==> src/rtl/cdq_pkg.sv <==
// ----------------------------------------------------------------------------
// cdq_pkg: shared definitions for the circular deque
// Sizes, command and status codes, and the control/status bundles that
// pass between the controller and the datapath.
// ----------------------------------------------------------------------------
package cdq_pkg;

	localparam int DEPTH       = 16;
	localparam int WORD_BITS   = 32;
	localparam int SLOT_BITS   = (DEPTH > 1) ? $clog2(DEPTH) : 1;
	localparam int COUNT_BITS  = $clog2(DEPTH + 1);
	localparam int CAP_BITS    = 5;
	localparam int CMP_BITS    = (COUNT_BITS > CAP_BITS) ? COUNT_BITS : CAP_BITS;
	localparam int CMD_BITS    = 3;
	localparam int STATUS_BITS = 2;

	localparam logic [CAP_BITS-1:0] CAP_RESET = 5'd16;

	typedef logic [CMD_BITS-1:0] cmd_t;

	localparam cmd_t CMD_PUSH_FRONT = 3'd0;
	localparam cmd_t CMD_PUSH_BACK  = 3'd1;
	localparam cmd_t CMD_POP_FRONT  = 3'd2;
	localparam cmd_t CMD_POP_BACK   = 3'd3;
	localparam cmd_t CMD_LIST       = 3'd4;

	typedef enum logic [STATUS_BITS-1:0] {
		ST_OK,
		ST_OVERFLOW,
		ST_UNDERFLOW,
		ST_EMPTY
	} status_t;

	typedef enum logic [2:0] {
		DP_NONE,
		DP_PUSH_FRONT,
		DP_PUSH_BACK,
		DP_POP_FRONT,
		DP_POP_BACK,
		DP_LIST_START,
		DP_LIST_READ,
		DP_LIST_NEXT
	} dp_op_t;

	typedef struct packed {
		dp_op_t  op;
		logic    out_load;
		status_t out_status;
		logic    out_from_mem;
		logic    out_last;
	} dp_cmd_t;

	typedef struct packed {
		logic                  empty;
		logic                  full;
		logic                  list_last;
		logic [COUNT_BITS-1:0] count;
	} dp_stat_t;

endpackage

==> src/rtl/cdq_datapath.sv <==
// ----------------------------------------------------------------------------
// cdq_datapath: ring store, end pointers and result register
// Holds the capacity register, the front/back/scan pointers, the item count
// and the word memory, and loads the result register on command.
// ----------------------------------------------------------------------------
module cdq_datapath (
	input  logic                                 clk,
	input  logic                                 arst_n,
	input  logic                                 cfg_we,
	input  logic [cdq_pkg::CAP_BITS-1:0]         cfg_data,
	input  logic [cdq_pkg::WORD_BITS-1:0]        push_word,
	input  cdq_pkg::dp_cmd_t                     cmd,
	output cdq_pkg::dp_stat_t                    stat,
	output cdq_pkg::status_t                     status,
	output logic [cdq_pkg::WORD_BITS-1:0]        out_word,
	output logic                                 last_flag
);

	localparam int SB = cdq_pkg::SLOT_BITS;
	localparam int CB = cdq_pkg::COUNT_BITS;
	localparam int WB = cdq_pkg::WORD_BITS;

	logic [cdq_pkg::CAP_BITS-1:0] capacity_q;
	logic [SB-1:0]                front_q, back_q, scan_q;
	logic [CB-1:0]                count_q, left_q;
	logic [WB-1:0]                mem_q [cdq_pkg::DEPTH];
	logic [WB-1:0]                rd_data_q;
	cdq_pkg::status_t             status_q;
	logic [WB-1:0]                word_q;
	logic                         last_q;

	logic [CB-1:0] cap_active, modulus;
	logic [SB-1:0] front_next, front_prev, back_next, back_prev, scan_next;
	logic          wr_en, rd_en;
	logic [SB-1:0] wr_addr, rd_addr;

	// Step one slot forward within the active ring
	function automatic logic [SB-1:0] slot_next(input logic [SB-1:0] s,
			input logic [CB-1:0] m);
		logic [CB-1:0] s1;
		s1 = CB'(s) + CB'(1);
		return (s1 >= m) ? SB'(0) : s1[SB-1:0];
	endfunction

	// Step one slot back within the active ring
	function automatic logic [SB-1:0] slot_prev(input logic [SB-1:0] s,
			input logic [CB-1:0] m);
		logic [CB-1:0] m1;
		m1 = m - CB'(1);
		return (s == SB'(0) || CB'(s) > m) ? m1[SB-1:0] : s - SB'(1);
	endfunction

	// Clamp capacity to the store depth; wrap modulus is never below one
	always_comb begin
		if (cdq_pkg::CMP_BITS'(capacity_q) > cdq_pkg::CMP_BITS'(cdq_pkg::DEPTH))
			cap_active = CB'(cdq_pkg::DEPTH);
		else
			cap_active = CB'(capacity_q);
		modulus = (cap_active == CB'(0)) ? CB'(1) : cap_active;
	end

	assign front_next = slot_next(front_q, modulus);
	assign front_prev = slot_prev(front_q, modulus);
	assign back_next  = slot_next(back_q, modulus);
	assign back_prev  = slot_prev(back_q, modulus);
	assign scan_next  = slot_next(scan_q, modulus);

	assign stat.empty     = (count_q == CB'(0));
	assign stat.full      = (count_q >= cap_active);
	assign stat.list_last = (left_q == CB'(1));
	assign stat.count     = count_q;

	// Select memory addresses for the current command
	always_comb begin
		wr_en   = 1'b0;
		rd_en   = 1'b0;
		wr_addr = front_prev;
		rd_addr = front_q;
		case (cmd.op)
			cdq_pkg::DP_PUSH_FRONT: begin
				wr_en   = 1'b1;
				wr_addr = stat.empty ? SB'(0) : front_prev;
			end
			cdq_pkg::DP_PUSH_BACK: begin
				wr_en   = 1'b1;
				wr_addr = stat.empty ? SB'(0) : back_next;
			end
			cdq_pkg::DP_POP_FRONT: begin
				rd_en   = 1'b1;
				rd_addr = front_q;
			end
			cdq_pkg::DP_POP_BACK: begin
				rd_en   = 1'b1;
				rd_addr = back_q;
			end
			cdq_pkg::DP_LIST_READ: begin
				rd_en   = 1'b1;
				rd_addr = scan_q;
			end
			default: begin
				wr_en = 1'b0;
				rd_en = 1'b0;
			end
		endcase
	end

	// Word memory with registered read
	always_ff @(posedge clk) begin
		if (wr_en)
			mem_q[wr_addr] <= push_word;
		if (rd_en)
			rd_data_q <= mem_q[rd_addr];
	end

	// Capacity, pointers and count
	always_ff @(posedge clk or negedge arst_n) begin
		if (!arst_n) begin
			capacity_q <= cdq_pkg::CAP_RESET;
			front_q    <= '0;
			back_q     <= '0;
			count_q    <= '0;
			scan_q     <= '0;
			left_q     <= '0;
		end else if (cfg_we) begin
			capacity_q <= cfg_data;
			front_q    <= '0;
			back_q     <= '0;
			count_q    <= '0;
		end else begin
			case (cmd.op)
				cdq_pkg::DP_PUSH_FRONT: begin
					if (stat.empty) begin
						front_q <= '0;
						back_q  <= '0;
					end else begin
						front_q <= front_prev;
					end
					count_q <= count_q + CB'(1);
				end
				cdq_pkg::DP_PUSH_BACK: begin
					if (stat.empty) begin
						front_q <= '0;
						back_q  <= '0;
					end else begin
						back_q <= back_next;
					end
					count_q <= count_q + CB'(1);
				end
				cdq_pkg::DP_POP_FRONT: begin
					front_q <= front_next;
					count_q <= count_q - CB'(1);
				end
				cdq_pkg::DP_POP_BACK: begin
					back_q  <= back_prev;
					count_q <= count_q - CB'(1);
				end
				cdq_pkg::DP_LIST_START: begin
					scan_q <= front_q;
					left_q <= count_q;
				end
				cdq_pkg::DP_LIST_NEXT: begin
					scan_q <= scan_next;
					left_q <= left_q - CB'(1);
				end
				default: begin
					count_q <= count_q;
				end
			endcase
		end
	end

	// Load the result register
	always_ff @(posedge clk) begin
		if (cmd.out_load) begin
			status_q <= cmd.out_status;
			word_q   <= cmd.out_from_mem ? rd_data_q : '0;
			last_q   <= cmd.out_last;
		end
	end

	assign status    = status_q;
	assign out_word  = word_q;
	assign last_flag = last_q;

endmodule

==> src/rtl/cdq_ctrl.sv <==
// ----------------------------------------------------------------------------
// cdq_ctrl: command sequencer for the circular deque
// Decodes each accepted item, steps pops and lists through the memory read,
// and owns the result valid flag.
// ----------------------------------------------------------------------------
module cdq_ctrl (
	input  logic                  clk,
	input  logic                  arst_n,
	input  logic                  in_valid,
	input  cdq_pkg::cmd_t         command,
	output logic                  in_stall,
	output logic                  out_valid,
	input  logic                  out_stall,
	input  cdq_pkg::dp_stat_t     stat,
	output cdq_pkg::dp_cmd_t      cmd
);

	typedef enum logic [1:0] {
		S_IDLE,
		S_POP_WAIT,
		S_LIST_RD,
		S_LIST_WR
	} state_t;

	state_t state_q;
	logic   out_valid_q;
	logic   out_free;
	logic   accept;

	assign out_free = !out_valid_q || !out_stall;
	assign in_stall = !(state_q == S_IDLE && out_free);
	assign accept   = in_valid && !in_stall;
	assign out_valid = out_valid_q;

	// Decode commands and sequence memory reads
	always_comb begin
		cmd.op           = cdq_pkg::DP_NONE;
		cmd.out_load     = 1'b0;
		cmd.out_status   = cdq_pkg::ST_OK;
		cmd.out_from_mem = 1'b0;
		cmd.out_last     = 1'b1;
		case (state_q)
			S_IDLE: begin
				if (accept) begin
					case (command)
						cdq_pkg::CMD_PUSH_FRONT, cdq_pkg::CMD_PUSH_BACK: begin
							cmd.out_load = 1'b1;
							if (stat.full)
								cmd.out_status = cdq_pkg::ST_OVERFLOW;
							else if (command == cdq_pkg::CMD_PUSH_FRONT)
								cmd.op = cdq_pkg::DP_PUSH_FRONT;
							else
								cmd.op = cdq_pkg::DP_PUSH_BACK;
						end
						cdq_pkg::CMD_POP_FRONT, cdq_pkg::CMD_POP_BACK: begin
							if (stat.empty) begin
								cmd.out_load   = 1'b1;
								cmd.out_status = cdq_pkg::ST_UNDERFLOW;
							end else if (command == cdq_pkg::CMD_POP_FRONT) begin
								cmd.op = cdq_pkg::DP_POP_FRONT;
							end else begin
								cmd.op = cdq_pkg::DP_POP_BACK;
							end
						end
						cdq_pkg::CMD_LIST: begin
							if (stat.empty) begin
								cmd.out_load   = 1'b1;
								cmd.out_status = cdq_pkg::ST_EMPTY;
							end else begin
								cmd.op = cdq_pkg::DP_LIST_START;
							end
						end
						default: begin
							cmd.op = cdq_pkg::DP_NONE;
						end
					endcase
				end
			end
			S_POP_WAIT: begin
				cmd.out_load     = 1'b1;
				cmd.out_from_mem = 1'b1;
			end
			S_LIST_RD: begin
				cmd.op = cdq_pkg::DP_LIST_READ;
			end
			S_LIST_WR: begin
				if (out_free) begin
					cmd.op           = cdq_pkg::DP_LIST_NEXT;
					cmd.out_load     = 1'b1;
					cmd.out_from_mem = 1'b1;
					cmd.out_last     = stat.list_last;
				end
			end
			default: begin
				cmd.op = cdq_pkg::DP_NONE;
			end
		endcase
	end

	// Hold state and the result valid flag
	always_ff @(posedge clk or negedge arst_n) begin
		if (!arst_n) begin
			state_q     <= S_IDLE;
			out_valid_q <= 1'b0;
		end else begin
			if (cmd.out_load)
				out_valid_q <= 1'b1;
			else if (!out_stall)
				out_valid_q <= 1'b0;
			case (state_q)
				S_IDLE: begin
					if (cmd.op inside {cdq_pkg::DP_POP_FRONT, cdq_pkg::DP_POP_BACK})
						state_q <= S_POP_WAIT;
					else if (cmd.op == cdq_pkg::DP_LIST_START)
						state_q <= S_LIST_RD;
				end
				S_POP_WAIT: begin
					state_q <= S_IDLE;
				end
				S_LIST_RD: begin
					state_q <= S_LIST_WR;
				end
				S_LIST_WR: begin
					if (out_free)
						state_q <= stat.list_last ? S_IDLE : S_LIST_RD;
				end
				default: begin
					state_q <= S_IDLE;
				end
			endcase
		end
	end

endmodule

==> src/rtl/circular_deque.sv <==
// ----------------------------------------------------------------------------
// circular_deque: double-ended queue in a ring of words
// Top level: joins the command sequencer to the ring datapath.
// ----------------------------------------------------------------------------
// Usage:
//   Input channel (in_valid/in_stall) carries one command per item: push
//   front, push back, pop front, pop back or list. Output channel
//   (out_valid/out_stall) returns results with status, out_word and
//   last_flag; last_flag marks the final result of each item.
//   Results: a push, or a pop or list meeting an empty deque, shows its
//   result in the cycle after acceptance. A pop reads the word memory into
//   a read register, then loads the result register; a list does so for
//   each word, front to back. Throughput: one push per cycle unless the
//   receiver stalls; a pop or list takes no new item until its last result
//   is loaded, set by the registered read port of the memory.
//   A new item is taken only when the sequencer is idle and the result
//   register is empty or being taken.
//   Reset empties the deque and sets capacity to 16. A capacity write also
//   empties it. While the receiver stalls, the result is held and the
//   block stops taking items.
// ----------------------------------------------------------------------------
module circular_deque (
	input  logic                                  clk,
	input  logic                                  arst_n,
	input  logic                                  cfg_we,
	input  logic [cdq_pkg::CAP_BITS-1:0]          cfg_data,
	input  logic                                  in_valid,
	output logic                                  in_stall,
	input  logic [cdq_pkg::CMD_BITS-1:0]          command,
	input  logic [cdq_pkg::WORD_BITS-1:0]         push_word,
	output logic                                  out_valid,
	input  logic                                  out_stall,
	output logic [cdq_pkg::STATUS_BITS-1:0]       status,
	output logic [cdq_pkg::WORD_BITS-1:0]         out_word,
	output logic                                  last_flag
);

	cdq_pkg::dp_cmd_t  dp_cmd;
	cdq_pkg::dp_stat_t dp_stat;
	cdq_pkg::status_t  dp_status;

	cdq_ctrl u_ctrl (
		.clk       (clk),
		.arst_n    (arst_n),
		.in_valid  (in_valid),
		.command   (command),
		.in_stall  (in_stall),
		.out_valid (out_valid),
		.out_stall (out_stall),
		.stat      (dp_stat),
		.cmd       (dp_cmd)
	);

	cdq_datapath u_datapath (
		.clk       (clk),
		.arst_n    (arst_n),
		.cfg_we    (cfg_we),
		.cfg_data  (cfg_data),
		.push_word (push_word),
		.cmd       (dp_cmd),
		.stat      (dp_stat),
		.status    (dp_status),
		.out_word  (out_word),
		.last_flag (last_flag)
	);

	assign status = dp_status;

	// Item count never exceeds the store depth
	a_count_bound: assert property (@(posedge clk) disable iff (!arst_n)
		dp_stat.count <= cdq_pkg::COUNT_BITS'(cdq_pkg::DEPTH))
		else $error("item count above depth");

	// Pop of an empty deque answers with underflow next cycle
	a_pop_underflow: assert property (@(posedge clk) disable iff (!arst_n)
		(in_valid && !in_stall && !cfg_we && dp_stat.empty &&
		 (command == cdq_pkg::CMD_POP_FRONT || command == cdq_pkg::CMD_POP_BACK))
		|=> (out_valid && status == cdq_pkg::ST_UNDERFLOW))
		else $error("pop of empty deque gave no underflow");

	// Successful push leaves the deque non-empty
	a_push_fills: assert property (@(posedge clk) disable iff (!arst_n)
		(in_valid && !in_stall && !cfg_we && !dp_stat.full &&
		 (command == cdq_pkg::CMD_PUSH_FRONT || command == cdq_pkg::CMD_PUSH_BACK))
		|=> !dp_stat.empty)
		else $error("push left deque empty");

endmodule

==> config.mk <==
export PLATFORM = sky130hd
export DESIGN_NAME = circular_deque
export DESIGN_NICKNAME = d
export VERILOG_FILES = /design/src/rtl/cdq_pkg.sv /design/src/rtl/cdq_datapath.sv /design/src/rtl/cdq_ctrl.sv /design/src/rtl/circular_deque.sv
export SDC_FILE = /design/constraint.sdc
export NUM_CORES = 1
export LEC_CHECK = 0
export BUFFER_PORTS_ARGS = -buffer_cell sky130_fd_sc_hd__clkbuf_2
export CORE_UTILIZATION = 45
export DETAILED_ROUTE_END_ITERATION = 8
export REMOVE_ABC_BUFFERS = 1
export SYNTH_ARGS = -nofsm -noshare
export SYNTH_HDL_FRONTEND = slang
export SYNTH_HIERARCHICAL = 1
export SYNTH_SLANG_ARGS = --single-unit
export TNS_END_PERCENT = 50
==> constraint.sdc <==
create_clock -name clk -period 9.29 [get_ports clk]
set_clock_uncertainty 0.2 [all_clocks]
set_input_delay 1.858 -clock clk [delete_from_list [all_inputs] [get_ports clk]]
set_output_delay 1.858 -clock clk [all_outputs]
set_load 0.02 [all_outputs]
==> impl_metrics.json, run 1 <==
{
  "status": "finished, final reports clean",
  "pre_cts_ws_ns": 2.838,
  "ant_nets": 0,
  "vias": 13855,
  "clk_latency_ns": 0.59,
  "ys_warn_count": 6,
  "cp.required_ns": 9.39,
  "die_h_um": 239.9,
  "cpMaxStageDelayCell": "buf_4",
  "fmax_mhz": 154.6,
  "ys_seq_elements": 609,
  "clockBufferDepth": 3,
  "finalCritPeriodShare": 0.6964,
  "first_pass_iters": 5,
  "grt_pass1_wl_um": 84810,
  "nFillCells": 4649,
  "cts.sinks": 609,
  "path_class": "reg -> reg",
  "powerDensity_nw_per_um2": 330.3,
  "setup_viol": 0,
  "synth_top_family_by_area": "multiplexers",
  "grt_pass1_vias": 13636,
  "drt_iter0_drc": 889,
  "irDropWorstVdd_mv": 0.2671,
  "drc_errors": 0,
  "synth_area_um2": 25470,
  "postSynthCellCount": 1610,
  "wl_um": 56530,
  "grt_usage": 0.2013,
  "switching_share": 0.3449,
  "core_area_um2": 55520,
  "numCtsBuffers": 66,
  "die_area_um2": 57540,
  "post_cts_buffers": 0,
  "synth_cell_types": 69,
  "p_sw_mw": 3.296,
  "worstPathCellList": "clkinv_1, nand2_1, ha_1, a21o_1, a21oi_1, nor2b_1, o21ai_0, nand2b_1, nor3b_2, a31oi_1, o41a_1, inv_1, mux2_2, mux2i_4, buf_4, buf_4, mux2i_1, nand2_1, a32oi_1, o221ai_1",
  "p_leak_nw": 11.23,
  "muxShareOfSynthArea": 0.1223,
  "final_core_util": 0.5211,
  "antenna_found_initial": 2,
  "drive_gt1_frac": 0.1779,
  "p_int_mw": 6.262,
  "port_buffers": 81,
  "htreeDepth": 3,
  "crit_path_start": "u_datapath/capacity_q[4]",
  "dp_hpwl_um": 27730,
  "gp_congestion": 0.8437,
  "final_net_count": 1795,
  "hp-class": "reg -> reg",
  "drv_cap": 0,
  "cpPeakStageDelay_ns": 0.74,
  "end_kind": "flop",
  "fin_crit_ns": 6.470,
  "wl_per_cell_um": 22.58,
  "ctsHoldBuffers": 0,
  "start_util": 0.4586,
  "clk_pin_slew_ns": 0.06,
  "worstHoldStart": "u_datapath/left_q[4]",
  "row_count": 86,
  "rrSetupSlack_ns": 2.82,
  "ys_seq_area_frac": 0.7123,
  "rsz0062_at_grt": "false",
  "p_total_mw": 9.559,
  "regToRegEndpoint": "u_datapath/rd_data_q[20]",
  "setup_tns_ns": 0,
  "cts_root_buffer": "clkbuf_16",
  "synth_edf_count": 579,
  "finalNonFillerCells": 2503,
  "syn_avg_cell_area_um2": 15.82,
  "yosys.area_share.adder": 0.02142,
  "dieWidth_um": 239.9,
  "yosys_most_used_dff": "edfxtp_1",
  "area_growth_pct": 13.62,
  "tightest_slew_ns": 1.065,
  "start_kind": "flop",
  "crit_arrival_ns": 6.57,
  "path_max_fanout": 54,
  "synth_simple_gate_area_share": 0.05606,
  "placedCellCount": 2387,
  "grt_max_degree": 189,
  "pin_count": 82,
  "finalHoldViolCount": 0,
  "cts_resized": 0,
  "synth_compound_area_frac": 0.06328,
  "p_clk_frac": 0.267,
  "async_flop_share": 0.04926,
  "regToRegStartpoint": "u_datapath/capacity_q[4]",
  "combPwrFrac": 0.345,
  "power_frac_seq": 0.388,
  "ff2ff_path_depth": 20,
  "slew_headroom": 0.2900,
  "vias_per_cell": 5.535,
  "overflow": 0,
  "slew_viol_final": 0,
  "cts_tree": "built",
  "synth_xor_area_frac": 0.005847,
  "endpoint": "u_datapath/rd_data_q[20]",
  "layout_setup_ws_ns": 2.820
}
==> cells in the mapped netlist (3+ instances only) <==
| library cell | n | share of area |
|---|---|---|
| a32oi_1 | 31 | 0.011 |
| buf_1 | 3 | 0.00044 |
| buf_6 | 3 | 0.0013 |
| mux2i_1 | 231 | 0.091 |
| a31oi_1 | 6 | 0.0015 |
| nand2b_1 | 9 | 0.0022 |
| o221ai_1 | 32 | 0.011 |
| nor4_1 | 11 | 0.0027 |
| a221oi_1 | 7 | 0.0024 |
| nand4_1 | 3 | 0.00074 |
| edfxtp_1 | 579 | 0.68 |
| and2_1 | 36 | 0.0088 |
| a211oi_1 | 3 | 0.00088 |
| o22a_1 | 3 | 0.0010 |
| o21a_1 | 5 | 0.0015 |
| dfrtp_1 | 29 | 0.028 |
| ha_1 | 42 | 0.021 |
| a21boi_0 | 3 | 0.00088 |
| mux2_2 | 68 | 0.030 |
| nand3_1 | 8 | 0.0016 |
| xor2_1 | 8 | 0.0028 |
| a21oi_1 | 87 | 0.017 |
| nor2b_1 | 8 | 0.0020 |
| a21o_1 | 7 | 0.0021 |
| nand3b_1 | 3 | 0.00088 |
| clkbuf_1 | 40 | 0.0059 |
| a211o_1 | 4 | 0.0014 |
| o21ai_0 | 17 | 0.0033 |
| and3_1 | 3 | 0.00074 |
| o2111ai_1 | 3 | 0.0010 |
| xnor2_1 | 9 | 0.0031 |
| nor3_1 | 19 | 0.0037 |
| inv_1 | 25 | 0.0037 |
| or3_1 | 3 | 0.00074 |
| nand2_1 | 94 | 0.014 |
| nor3b_1 | 5 | 0.0015 |
| o211ai_1 | 3 | 0.00088 |
| o21ai_1 | 3 | 0.00059 |
| buf_2 | 34 | 0.0067 |
| nor2_1 | 85 | 0.013 |
==> power by group through the flow <==
stage / Combinational [mW] / Sequential (mW) / Clock (mW)
3_3_place_gp: 3.28 / 3.77 / 0
6_report: 3.30 / 3.71 / 2.55
5_1_grt: 3.60 / 3.75 / 2.72
4_1_cts: 3.33 / 3.72 / 2.61
2_1_floorplan: 2.52 / 3.84 / 0
3_5_place_dp: 3.33 / 3.77 / 0
==> stage by stage <==
stage | cell area [um^2] | hold WS [ns]
after floorplan | 25090 | 0.2832
after global placement | 26830 | 0.3005
after detailed placement | 26830 | 0.3109
after CTS | 28930 | 0.3231
after global routing | 28930 | 0.3363
final | 28940 | 0.3221
==> registers in the layout (all words and copies together) (netlist names) <==
register	flops
u_datapath/out_word	32
u_datapath/count_q	5
u_datapath/back_q	4
u_datapath/front_q	4
u_datapath/scan_q	4
u_ctrl/out_valid	1
u_datapath/last_flag	1
u_datapath/left_q	5
u_datapath/status	2
u_datapath/mem_q	512
u_datapath/capacity_q	5
u_datapath/rd_data_q	32
u_ctrl/state_q	2
==> critical path, delay by kind of cell (launching register included) <==
family / cells / cell delay [ns]
muxes: 3 / 0.90
and+or+nand+nor: 5 / 0.83
adders and majority gates: 1 / 0.30
AOI/OAI and AO/OA: 7 / 1.33
DFF: 1 / 0.56
buffers and inverters: 4 / 1.98
==> kinds of logic after synthesis <==
family | after synthesis
AOI/OAI and AO/OA | 233
xor gates and xnor gates | 17
adders and majority gates | 43
buffers and inverters | 108
DFF | 609
muxes | 301
and+or+nand+nor | 299
==> layout make-up <==
class,instances,area [um^2],area share
flip-flops and latches,609,18140,0.6269
multi-input cells,893,7003,0.2420
clock buffers,77,1735,0.05998
well taps,748,935.9,0.03234
repair buffers,111,655.6,0.02266
clock inverters,38,366.6,0.01267
inverters,26,97.59,0.003373
diodes,1,2.502,0.00008648
==> worst min-delay path by stage <==
stage                                         end  slack, ns  depth (start not counted)
after floorplan              u_datapath/left_q[4]       0.28                          1
final                        u_datapath/left_q[4]       0.32                          1
after CTS                  u_datapath/out_word[3]       0.32                          1
after detailed placement   u_datapath/out_word[3]       0.31                          1
after global routing      u_datapath/out_word[24]       0.34                          1
after global placement       u_datapath/left_q[4]       0.30                          1
==> layout by cell type, fill, tap and decap left out, types with 6 or more instances in the layout <==
cell type  instances
a31oi_1            6
nor3_2             8
nor2b_1            8
o21ai_0           17
nor4_2             8
nor2_1            83
clkbuf_2          81
nand3_1            8
a21o_1             7
a21oi_1           87
nor3_1            11
inv_1             25
clkbuf_1           9
dfrtp_1           29
a221oi_1           7
nand2_1           91
mux2i_1          231
edfxtp_1         579
clkbuf_16         68
o221ai_1          32
ha_1              42
xnor2_1            9
nand2b_1           9
xor2_1             8
bufinv_16          6
mux2_2            68
clkinv_1          15
a32oi_1           31
buf_4             28
clkinv_2          11
and2_1            36
==> routing by layer <==
metal	part of all wire	track usage	up-vias
met2	0.48	0.3303	316
met4	0.020	0.06369	2
li1	-	-	6453
met1	0.45	0.2737	7010
met5	0.00018	0	-
met3	0.048	0.03398	74
Note: power is estimated with default switching activity, not from simulation.
==> run 2, diff against run 1 <==
clock period = 5.54 ns   (was 9.29 ns; I/O delays follow)
==> run 2 against run 1 <==
  * Utilization rose by 0.84 points
  * Final cell count is 1.6% higher
  * Register-to-register slack worse by 2.5 ns
==> impl_metrics.json, run 2 (synthesis gave the netlist of run 1 again) <==
{
  "grt_usage": 0.2066,
  "crit_arrival_ns": 5.35,
  "start_kind": "flop",
  "ant_nets": 0,
  "clk_latency_ns": 0.60,
  "switching_share": 0.3504,
  "largest-register": "u_datapath/mem_q",
  "endpoint": "u_datapath/rd_data_q[29]",
  "power_frac_seq": 0.385,
  "rrSetupSlack_ns": 0.30,
  "regToRegStartpoint": "u_datapath/capacity_q[4]",
  "numCtsBuffers": 66,
  "fin_crit_ns": 5.237,
  "layout_commonest_cell": "edfxtp_1",
  "drive_gt1_frac": 0.1962,
  "slew_headroom": 0.2744,
  "drt_iter0_drc": 1141,
  "path_class": "reg -> reg",
  "pin_count": 82,
  "p_clk_frac": 0.252,
  "clockBufferDepth": 3,
  "path_max_fanout": 18,
  "antenna_found_initial": 0,
  "vias": 14185,
  "dp_hpwl_um": 35440,
  "cts.sinks": 609,
  "p_leak_nw": 11.46,
  "finalHoldViolCount": 0,
  "die_h_um": 239.9,
  "htreeDepth": 3,
  "grt_max_degree": 67,
  "grt_pass1_wl_um": 88020,
  "wl_per_cell_um": 22.83,
  "area_growth_pct": 15.46,
  "layout_setup_ws_ns": 0.3032,
  "cpMaxStageDelayCell": "o21ai_0",
  "cts_root_buffer": "clkbuf_16",
  "slew_viol_final": 0,
  "crit_path_start": "u_datapath/capacity_q[4]",
  "end_kind": "flop",
  "crit_family": "compound AO/OA/AOI/OAI gates",
  "ctsHoldBuffers": 0,
  "dieWidth_um": 239.9,
  "worstPathBufferInverterCount": 4,
  "grt_pass1_vias": 14227,
  "most-common-layout-cells": "579 x edfxtp_1, 231 x mux2i_1, 90 x nand2_1",
  "cpPeakStageDelay_ns": 0.78,
  "drc_errors": 0,
  "irDropWorstVdd_mv": 0.3499,
  "clk_pin_slew_ns": 0.06,
  "setup_tns_ns": 0,
  "setup_viol": 0,
  "finalCritPeriodShare": 0.9453,
  "status": "finished, final reports clean",
  "powerDensity_nw_per_um2": 553.8,
  "first_pass_iters": 5,
  "hp-class": "reg -> reg",
  "port_buffers": 81,
  "final_net_count": 1834,
  "fmax_mhz": 191.0,
  "p_int_mw": 10.58,
  "core_area_um2": 55520,
  "gp_congestion": 0.8324,
  "cp.required_ns": 5.66,
  "p_sw_mw": 5.706,
  "combPwrFrac": 0.364,
  "largest_reg_flops": 512,
  "cts_tree": "built",
  "pre_cts_ws_ns": 0.2119,
  "overflow": 0,
  "tightest_slew_ns": 1.088,
  "cp_num_cells": 19,
  "regToRegEndpoint": "u_datapath/rd_data_q[29]",
  "ff2ff_path_depth": 19,
  "worstPathCellList": "clkinv_1, nand2_1, ha_1, a21o_1, a21oi_1, nor2b_1, o21ai_0, nand2b_1, nor3b_2, a31oi_1, o41a_1, inv_1, buf_4, mux2i_1, o21ai_0, nor2_4, buf_4, a32oi_1, o221ai_1",
  "drv_cap": 0,
  "wl_um": 58050,
  "rsz0062_at_grt": "false",
  "row_count": 86,
  "start_util": 0.4586,
  "vias_per_cell": 5.578,
  "die_area_um2": 57540
}
run 2: cell types whose count changed in the layout (fill, tap and decap cells not counted), sizes merged:
cell,delta
buf,+39
bufinv,-3
clkinvlp,+3
clkinv,+2
inv,-2
clkbuf,+1
run 2: final cells by class:
| cell class | instances | area [um^2] |
|---|---|---|
| sequential | 609 | 18140 |
| timing repair buffer | 150 | 1222 |
| clock buffer | 78 | 1718 |
| clock inverter | 38 | 276.5 |
| antenna | 1 | 2.502 |
| multi-input combinational | 893 | 7012 |
| tap | 748 | 935.9 |
| inverter | 26 | 97.59 |
| fill | 4597 | 26120 |
run 2: how the worst min path moves through the flow:
stage,from,endpoint,slack [ns],cells after the start
after floorplan,u_datapath/left_q[4],u_datapath/left_q[4],0.28,1
after global placement,u_datapath/left_q[4],u_datapath/left_q[4],0.31,1
after detailed placement,u_datapath/rd_data_q[22],u_datapath/out_word[22],0.32,1
after CTS,u_datapath/rd_data_q[22],u_datapath/out_word[22],0.33,1
after global routing,u_datapath/rd_data_q[22],u_datapath/out_word[22],0.34,1
final,u_datapath/rd_data_q[12],u_datapath/out_word[12],0.33,1
run 2: layer usage:
layer / part of all wire / routed length (um) / global-route usage
met5: 0 / 0 / 0
met4: 0.020 / 1175 / 0.06080
met1: 0.46 / 26850 / 0.2961
met2: 0.46 / 26950 / 0.3260
met3: 0.053 / 3072 / 0.03215
run 2: per-stage QoR:
step	util	total power [mW]	instance area (um^2)	std cells	hold WS, ns
after global routing	0.5295	17.10	29400	2542	0.3449
after floorplan	-	10.67	25090	1528	0.2832
after CTS	0.5289	16.40	29370	2540	0.3302
after global placement	0.4930	12.18	27370	2424	0.3067
final	0.5296	16.28	29400	2543	0.3302
after detailed placement	0.4930	12.28	27370	2424	0.3198
run 2: power by group through the flow:
| stage | Combinational (mW) | Clock, mW | Sequential, mW |
|---|---|---|---|
| CTS | 5.95 | 4.19 | 6.27 |
| global placement | 5.83 | 0 | 6.35 |
| finish | 5.93 | 4.10 | 6.26 |
| floorplan | 4.22 | 0 | 6.45 |
| global route | 6.41 | 4.37 | 6.32 |
| detailed placement | 5.93 | 0 | 6.36 |
run 2: repair_timing:
| item | in CTS | in global routing |
|---|---|---|
| hold endpoints to repair | 0 | 0 |
| setup endpoints to repair | 0 | 353 |
| gates resized for setup | 0 | 6 |
| setup buffers | 0 | 2 |
